==> config.mk <==
export PLATFORM = sky130hd
export DESIGN_NAME = hsif_mul_cmp
export DESIGN_NICKNAME = d
export VERILOG_FILES = /design/src/hw/rtl/hsif_pkg.sv /design/src/hw/rtl/hsif_mul_cmp.sv
export SDC_FILE = /design/constraint.sdc
export NUM_CORES = 1
export LEC_CHECK = 0
export BUFFER_PORTS_ARGS = -buffer_cell sky130_fd_sc_hd__buf_4
export CORE_MARGIN = 2
export CORE_UTILIZATION = 40
export DETAILED_ROUTE_END_ITERATION = 8
export SLEW_MARGIN = 20
export SYNTH_ARGS = -nofsm -noshare
export SYNTH_HDL_FRONTEND = slang
export SYNTH_SLANG_ARGS = --single-unit
==> constraint.sdc <==
create_clock -name vclk -period 13.3
set_clock_uncertainty 0.2 [all_clocks]
set_input_delay 1.33 -clock vclk [all_inputs]
set_output_delay 1.33 -clock vclk [all_outputs]
set_load 0.01 [all_outputs]
==> src/hw/rtl/hsif_pkg.sv <==
// ----------------------------------------------------------------------------
// Hot strip finder package
// Shared constants, register codes and beat types of the hot strip finder.
// ----------------------------------------------------------------------------
package hsif_pkg;

	localparam int CFG_W         = 10;
	localparam int OCC_W         = 16;
	localparam int THR_W         = 16;
	localparam int FLAG_W        = 64;
	localparam int WIDX_W        = 4;
	localparam int HCNT_W        = 10;
	localparam int REL_FRAC_BITS = 8;

	localparam int DEF_MAX_STRIPS = 768;
	localparam int DEF_WORD_BITS  = 64;

	localparam int APB_ADDR_W = 4;
	localparam int APB_DATA_W = 32;

	localparam logic [CFG_W-1:0] RST_STRIPS_IN_USE = 10'd768;
	localparam logic [CFG_W-1:0] RST_SECTOR_SIZE   = 10'd768;
	localparam logic [THR_W-1:0] RST_ABS_THRESHOLD = 16'd13107;
	localparam logic [THR_W-1:0] RST_REL_FACTOR    = 16'd1280;

	localparam logic [1:0] REG_STRIPS_IN_USE = 2'd0;
	localparam logic [1:0] REG_SECTOR_SIZE   = 2'd1;
	localparam logic [1:0] REG_ABS_THRESHOLD = 2'd2;
	localparam logic [1:0] REG_REL_FACTOR    = 2'd3;

	typedef struct packed {
		logic [OCC_W-1:0] occupancy;
		logic             last_strip;
	} strip_t;

	typedef struct packed {
		logic [FLAG_W-1:0] flag_word;
		logic [WIDX_W-1:0] word_index;
		logic [HCNT_W-1:0] hot_count;
		logic              last_word;
	} flag_t;

endpackage

==> src/hw/rtl/hsif_mul_cmp.sv <==
// ----------------------------------------------------------------------------
// Shared multiply and compare unit
// Forms one product and compares it, shifted left by the eight fraction bits of the Q8.8 factor, with a bound.
// ----------------------------------------------------------------------------
module hsif_mul_cmp #(
	parameter int A_W = 26,
	parameter int B_W = 16
) (
	input  logic [A_W-1:0]     a,
	input  logic [B_W-1:0]     b,
	input  logic [A_W+B_W-1:0] bound,
	output logic [A_W+B_W-1:0] product,
	output logic               gt
);
	import hsif_pkg::*;

	localparam int PW = A_W + B_W;

	logic [PW+REL_FRAC_BITS-1:0] scaled;
	logic [PW+REL_FRAC_BITS-1:0] bound_x;

	assign product = PW'(a) * PW'(b);
	assign scaled  = {product, {REL_FRAC_BITS{1'b0}}};
	assign bound_x = (PW + REL_FRAC_BITS)'(bound);
	assign gt      = scaled > bound_x;

endmodule

==> results.md, run 1 <==
* Status: completed
* Post-CTS setup buffers at 0
* Storage cell area at 0 µm²
* Via count at approximately 11000
* Port Buffers at approximately 130
* Synth area leader: fa_1
* Final Setup Violations at 0
* Vias/cell at between 5 and 6
* Critical Path Fanout Max at 26
* Share of layout cells above drive strength 1 at under 10%
* Data arrival, critical path at about 9200 ps
* Worst Max-Slew Pin Slew at about 1000 ps
* Clkbuf count at 0
* First-pass GRT wire length at slightly above 60000 µm
* Final Critical Period at between 10000 and 15000 ps
* Initial antenna violation count at 0
* Max Clock Freq at 93.6 MHz
* Final Hold Fails at 0
* Sum Neg Setup Slack at 0 ps
* # hold bufs at CTS at 0
* Req. time, crit path at 11770 ps
* Period utilization at between 80% and 90%
* Final Slew Violations at 0
* Largest net degree at the start of global routing at 27
* Vias in the first global route at 12000
* Met3 WL at 1500 µm
* DPL Wire Length at between 30000 and 40000 µm
* Top-area cell type share of the netlist area at between 40% and 50%
* Rows at a little under 70
* RePlAce Congestion at around 0.88
* Synthesized area per cell at 8.46 µm²
* Synth area leaders: fa_1 47%, ha_1 13%, inv_1 11%
* Max cap viols at 0
* Met2 WL at slightly below 20000 µm
* Die area at between 0.03 and 0.04 mm²
* DR iter-0 viols at roughly 560
* Leading cell type in the layout, fill and taps excluded: inv_1
* Netlist cell types at 55
* Min-delay worst type: input pin to primary output
* Crit path launch type: input pin
* Final ANT Viol Nets at 0
* Initial Util at 40.8%
* Met1 WL at between 10000 and 15000 µm
* Peak per-stage delay on the critical path at roughly 910 ps
* Total GRT Usage at 20.8%
* I/O pin count at 127
* Filler Cells Inserted at 3538
* CP endpoint kind: primary output
* WL final at 36900 µm
* Number of warnings issued by yosys at 0
* Syn nets at approximately 2200
* Mapped cell area at between 0.01 and 0.015 mm²
* Most frequent cells in the layout: 408 x inv_1, 334 x fa_1, 279 x nand2_1
* Register area share after synthesis at 0%
* Die H at ~190 µm
* Critical Path End: gt
* Area growth syn-to-layout at 8.97%
* Die X at a little under 200 µm
* Critical Setup Path Class: input pin to primary output
* Antenna cell count at 0
* Synthesized instance count at roughly 1700
* Final #Nets at between 2000 and 2500
* RSZ-0062 raised after global routing: false
* Worst Setup SP: b[7]
* Seq Cell Count at 0
* Post-route DRC at 0
* Gr ovfl total at 0
* DRT Pass-1 Iters at 6
* Worst relative slew slack at 31.3%
* Post-cts resize count at 0
* Core ar. at around 0.035 mm²
* WL/cell at roughly 17 µm
* Top routing layer used: met4
* Slowest CP cell: a2111oi_0
==> worst min-delay path by stage <==
| stage | from | endpoint | slack, ps | cells past startpoint |
|---|---|---|---|---|
| after floorplan | b[0] | product[0] | 2620 | 1 |
| after global placement | a[0] | product[0] | 3000 | 3 |
| after detailed placement | a[0] | product[0] | 3000 | 3 |
| after CTS | a[0] | product[0] | 3000 | 3 |
| after global routing | a[0] | product[0] | 3020 | 3 |
| final | a[0] | product[0] | 3000 | 3 |
==> kinds of logic after synthesis <==
kind of cell	Yosys count	share of synthesized area, %
and+or+nand+nor	535	18.1
adders and majority gates	482	60.3
buffers and inverters	475	12.6
AOI/OAI and AO/OA	153	7.29
xor gates and xnor gates	29	1.79
==> layout make-up <==
cell class	instances	area, µm²	share of cell area [%]
tap	455	569	3.69
timing repair buffer	127	953	6.18
inverter	408	1530	9.92
multi-input combinational	1199	12400	80.2
==> per-layer routing <==
metal	up-vias	track usage (%)
li1	5105	-
met1	5781	26.6
met2	287	38.4
met3	57	0.457
met4	0	6.05
met5	-	0
==> synthesized netlist by cell type, drive strengths merged (2+ instances only) <==
master     n
nand3     18
o21bai     2
a21o      34
nor2b      7
nand4     10
and2     163
o21ai     26
fa       334
o21a       8
nand2b     6
and3       6
xor2       8
o31ai      2
clkbuf    67
a211oi     6
a221o      2
a21oi     48
a2111oi    3
nor2      27
xnor2     21
nor4       2
nand2    279
inv      408
ha       148
a31oi      7
a211o      3
nor3       9
or2        2
==> critical path, delay by kind of cell <==
kind / cells / cell delay (ps)
AO/OA/AOI/OAI: 7 / 2250
XOR/XNOR: 1 / 260
adder cells (fa/ha/maj): 8 / 3690
AND/OR/NAND/NOR: 5 / 650
buffers and inverters: 8 / 940
==> stage by stage <==
step,hold WS [ps],instance area [µm²],util [%],setup WS (ps),instances
6_report,3000,15400,44.5,2610,2189
5_1_grt,3020,15400,44.5,2160,2189
4_1_cts,3000,15400,44.5,2620,2189
3_5_place_dp,3000,15400,44.5,2640,2189
3_3_place_gp,3000,15400,44.5,2640,2189
2_1_floorplan,2620,14200,-,3190,1674
Power of run 1 is left out: the tool's default activity adds up to more than one toggle a clock period on the data nets, which glitch-free logic cannot reach.
==> inputs of run 2 (changes only) <==
- clock period: 13.3 -> 10.45 ns (I/O delays scaled with it)
==> run 2 against run 1 <==
Effect of this change: worst setup slack got worse by 2200 ps; largest cell class unchanged; first-iteration DRC count shrank 5.5%; wire length is 0.15% higher; global-route usage barely moved; sequential share of layout area stayed put; sequential cell count did not move.
==> results.md, run 2 (same netlist as run 1, synthesis figures left out) <==
* Share of layout cells above drive strength 1 at 8.55%
* Critical Setup Path Class: input pin to primary output
* Peak per-stage delay on the critical path at about 550 ps
* First-pass GRT wire length at 60400 µm
* Slowest CP cell: fa_1
* Most frequent cells in the layout: 408 x inv_1, 334 x fa_1, 279 x nand2_1
* Core ar. at around 0.035 mm²
* Gr ovfl total at 0
* Filler Cells Inserted at between 3000 and 4000
* CP top delay family: adder cells
* Antenna cell count at 0
* Req. time, crit path at between 9000 and 10000 ps
* Vias in the first global route at around 12000
* Critical Path Fanout Max at 26
* DPL Wire Length at approximately 31000 µm
* Final Slew Violations at 0
* Hold Crit Endpoint: product[0]
* Die area at ~0.037 mm²
* WL/cell at between 15 and 20 µm
* Area growth syn-to-layout at 9.58%
* Total GRT Usage at 20.7%
* Final Critical Period at 10080 ps
* Crit path launch type: input pin
* Worst path buffer plus inverter count at 4
* Initial Util at about two fifths
* Leading cell type in the layout, fill and taps excluded: inv_1
* DR iter-0 viols at ~530
* I/O pin count at 127
* Data arrival, critical path at about 8800 ps
* Post-route DRC at 0
* Vias/cell at just over 5
* Max Clock Freq at 99.2 MHz
* Clkbuf count at 0
* Worst relative slew slack at between 40 and 50%
* Min-delay worst type: input pin to primary output
* Final Setup Violations at 0
* Seq Cell Count at 0
* Final #Nets at about 2300
* Largest net degree at the start of global routing at 27
* Storage cell area at 0 µm²
* RSZ-0062 raised after global routing: false
* Rows at 68
* Final ANT Viol Nets at 0
* Via count at roughly 11000
* Max cap viols at 0
* Worst Max-Slew Pin Slew at 852 ps
* Period utilization at between 90% and 100%
* Sum Neg Setup Slack at 0 ps
* Hold depth at 3
* Die H at roughly 190 µm
* Initial antenna violation count at 0
* Die X at approximately 190 µm
* Worst Hold Launch: a[0]
* WL final at roughly 37000 µm
* DRT Pass-1 Iters at 4
* # hold bufs at CTS at 0
* Status: completed
* Final Hold Fails at 0
* Port Buffers at around 130
* RePlAce Congestion at 0.844
* CP endpoint kind: primary output
* Top cell by count, worst path: fa_1
## run 2: cell count changes in the layout (fill, tap and decap cells not counted), sizes merged
cell	change
buf	+8
## run 2: stage by stage
stage | hold slack (ps) | util (%) | area (µm²) | worst slack [ps] | std cells
5_1_grt | 2440 | 44.7 | 15500 | 17.8 | 2197
2_1_floorplan | 2050 | - | 14200 | 908 | 1674
6_report | 2420 | 44.7 | 15500 | 365 | 2197
3_5_place_dp | 2430 | 44.6 | 15500 | 287 | 2197
3_3_place_gp | 2430 | 44.6 | 15500 | 338 | 2197
4_1_cts | 2430 | 44.6 | 15500 | 270 | 2197
## run 2: how the worst max path moves through the flow
stage / startpoint / end / slack [ps] / depth (start not counted)
2_1_floorplan: b[9] / gt / 910 / 30
3_3_place_gp: b[1] / gt / 340 / 29
3_5_place_dp: b[13] / gt / 290 / 29
4_1_cts: b[13] / gt / 270 / 29
5_1_grt: b[5] / gt / 20 / 32
6_report: b[13] / gt / 370 / 30
## run 2: layer usage
metal  GRT usage (%)  vias to the layer above  part of all wire, %
li1                -                     5121                    -
met1            26.4                     5766                   40
met2            38.4                      255                   53
met3           0.932                       52                  3.6
met4            5.02                        0                  2.8
met5               0                        -                    0
## run 2: timing repair
action,in CTS,in global routing
resized for setup,0,6
setup endpoints to repair,0,1
setup buffers,0,0
## run 2: layout make-up
cell class | instances | area [µm²] | area share, %
inverter | 408 | 1530 | 9.86
multi-input combinational | 1199 | 12400 | 79.9
tap | 455 | 569 | 3.67
timing repair buffer | 135 | 1020 | 6.58
## run 2: worst min-delay path: cells and delay by family
| kind | cells | cell delay, ps |
|---|---|---|
| simple gates | 1 | 200 |
| buf+inv | 2 | 320 |
Power of run 2 is left out for the same reason.
==> inputs of run 3 (changes only) <==
- ABC_AREA: default -> 1
==> run 3 against run 2 <==
Effect of this change: non-clock buffer count fell by 8; sequential share of layout area did not move; worst hold slack improved by 8.6 ps; clock-buffer cell count did not move; area after synthesis rose by 8.5%; via count rose by 14%; worst setup slack improved by 1200 ps; design area rose by 6.9%; wire length rose by 7.5%; die area rose by 8.3%; critical path type unchanged; critical endpoint unchanged.
==> results.md, run 3 <==
* Max Clock Freq at roughly 110 MHz
* Most frequent cells in the layout: 674 x nand2_1, 664 x inv_1, 334 x fa_1
* Peak per-stage delay on the critical path at ~570 ps
* Synth area leaders: fa_1 44%, nand2_1 16%, inv_1 16%
* Largest net degree at the start of global routing at 27
* Crit path launch type: input pin
* Worst path buffer plus inverter count at 9
* # hold bufs at CTS at 0
* RePlAce Congestion at around 0.9
* Die H at 200 µm
* Data arrival, critical path at approximately 7700 ps
* CP top delay family: adder cells
* Min-delay worst type: input pin to primary output
* Via count at roughly 13000
* Final Util at 43.9%
* Number of warnings issued by yosys at 0
* Vias/cell at around 4.7
* Die X at roughly 200 µm
* Worst Max-Slew Pin Slew at 488 ps
* Storage cell area at 0 µm²
* Final Hold Fails at 0
* Clkbuf count at 0
* Die area at between 0.04 and 0.05 mm²
* Syn nets at about 2700
* Post-cts resize count at 0
* Synth top cells by count: 674 x nand2_1, 664 x inv_1, 334 x fa_1
* Core ar. at roughly 0.038 mm²
* Top-count cell post-synth: nand2_1
* Post-CTS setup buffers at 0
* Worst Setup SP: b[7]
* CP endpoint kind: primary output
* DPL Wire Length at approximately 35000 µm
* Gr ovfl total at 0
* Port Buffers at 127
* Initial antenna violation count at 0
* RSZ-0062 raised after global routing: false
* Final Setup Violations at 0
* Area growth syn-to-layout at 7.92%
* Critical Path Fanout Max at 26
* Synthesized instance count at approximately 2200
* Top-area cell type share of the netlist area at a little over two fifths
* Critical Setup Path Class: input pin to primary output
* Final #Nets at 2763
* Total GRT Usage at 21.3%
* Mapped cell area at between 0.015 and 0.02 mm²
* Seq Cell Count at 0
* Post-route DRC at 0
* Final ANT Viol Nets at 0
* First-pass GRT wire length at 68500 µm
* DR iter-0 viols at roughly 640
* Initial Util at about two fifths
* Sum Neg Setup Slack at 0 ps
* Period utilization at between 80% and 90%
* Final Critical Period at roughly 8900 ps
* Slowest CP cell: fa_1
* Rows at 71
* Worst Hold Launch: a[0]
* Req. time, crit path at between 9000 and 10000 ps
* Netlist cell types at 32
* Final Slew Violations at 0
* Vias in the first global route at between 10000 and 15000
* Top cell by count, worst path: nand2_1
* Antenna cell count at 0
* Synth area leader: fa_1
* Leading cell type in the layout, fill and taps excluded: nand2_1
* Status: completed
* WL/cell at between 10 and 15 µm
* Synthesized area per cell at between 7 and 8 µm²
* I/O pin count at around 130
* WL final at around 40000 µm
* Max cap viols at 0
* Share of layout cells above drive strength 1 at under 10%
* Worst relative slew slack at ~67%
* DRT Pass-1 Iters at 5
* Register area share after synthesis at 0%
==> run 3: cell count changes in the layout (fill, tap and decap cells not counted), moves of 9 or more <==
cell,delta
a21o_1,-31
and2_1,-162
inv_1,+256
nand2_1,+395
nand2_2,+13
nor2_1,+25
nor2_2,+12
o21ai_0,-12
xnor2_1,-9
xor2_1,+11
==> run 3: kinds of logic after synthesis <==
kind of cell	synth area share, %
AOI/OAI and AO/OA	2.78
xor gates and xnor gates	1.77
adders and majority gates	55.5
buffers and inverters	18.7
and+or+nand+nor	21.2
==> run 3: path summary, 6_finish.rpt <==
path	endpoint	slack, ps	cells after the start
max	gt	1520	35
min	product[0]	2430	4
==> run 3: stage by stage <==
stage | cell area, µm² | instances | hold WS (ps) | setup slack [ps]
2_1_floorplan | 15400 | 2168 | 2160 | 1950
3_3_place_gp | 16600 | 2706 | 2440 | 1600
3_5_place_dp | 16600 | 2706 | 2430 | 1590
4_1_cts | 16600 | 2706 | 2430 | 1540
5_1_grt | 16600 | 2706 | 2450 | 1050
6_report | 16600 | 2706 | 2430 | 1520
==> run 3: cell type report <==
| cell class | count | area [µm²] |
|---|---|---|
| multi-input combinational | 1402 | 12500 |
| inverter | 666 | 2500 |
| timing repair buffer | 127 | 953 |
| fill | 3954 | 21200 |
| tap | 511 | 639 |
==> run 3: per-layer routing <==
metal  vias to the layer above  global-route usage, %  wire [µm]
met2                       347                   35.4      18300
met5                         -                      0          0
li1                       6120                      -          -
met1                      6244                   31.3      18900
met4                         0                   2.61        521
met3                        36                   1.56       1920
==> run 3: tightest hold or removal path: stages <==
cell	delay, ps
buf_4	190
nand2_1	120
inv_1	80
buf_4	150
Power of run 3 is left out for the same reason.
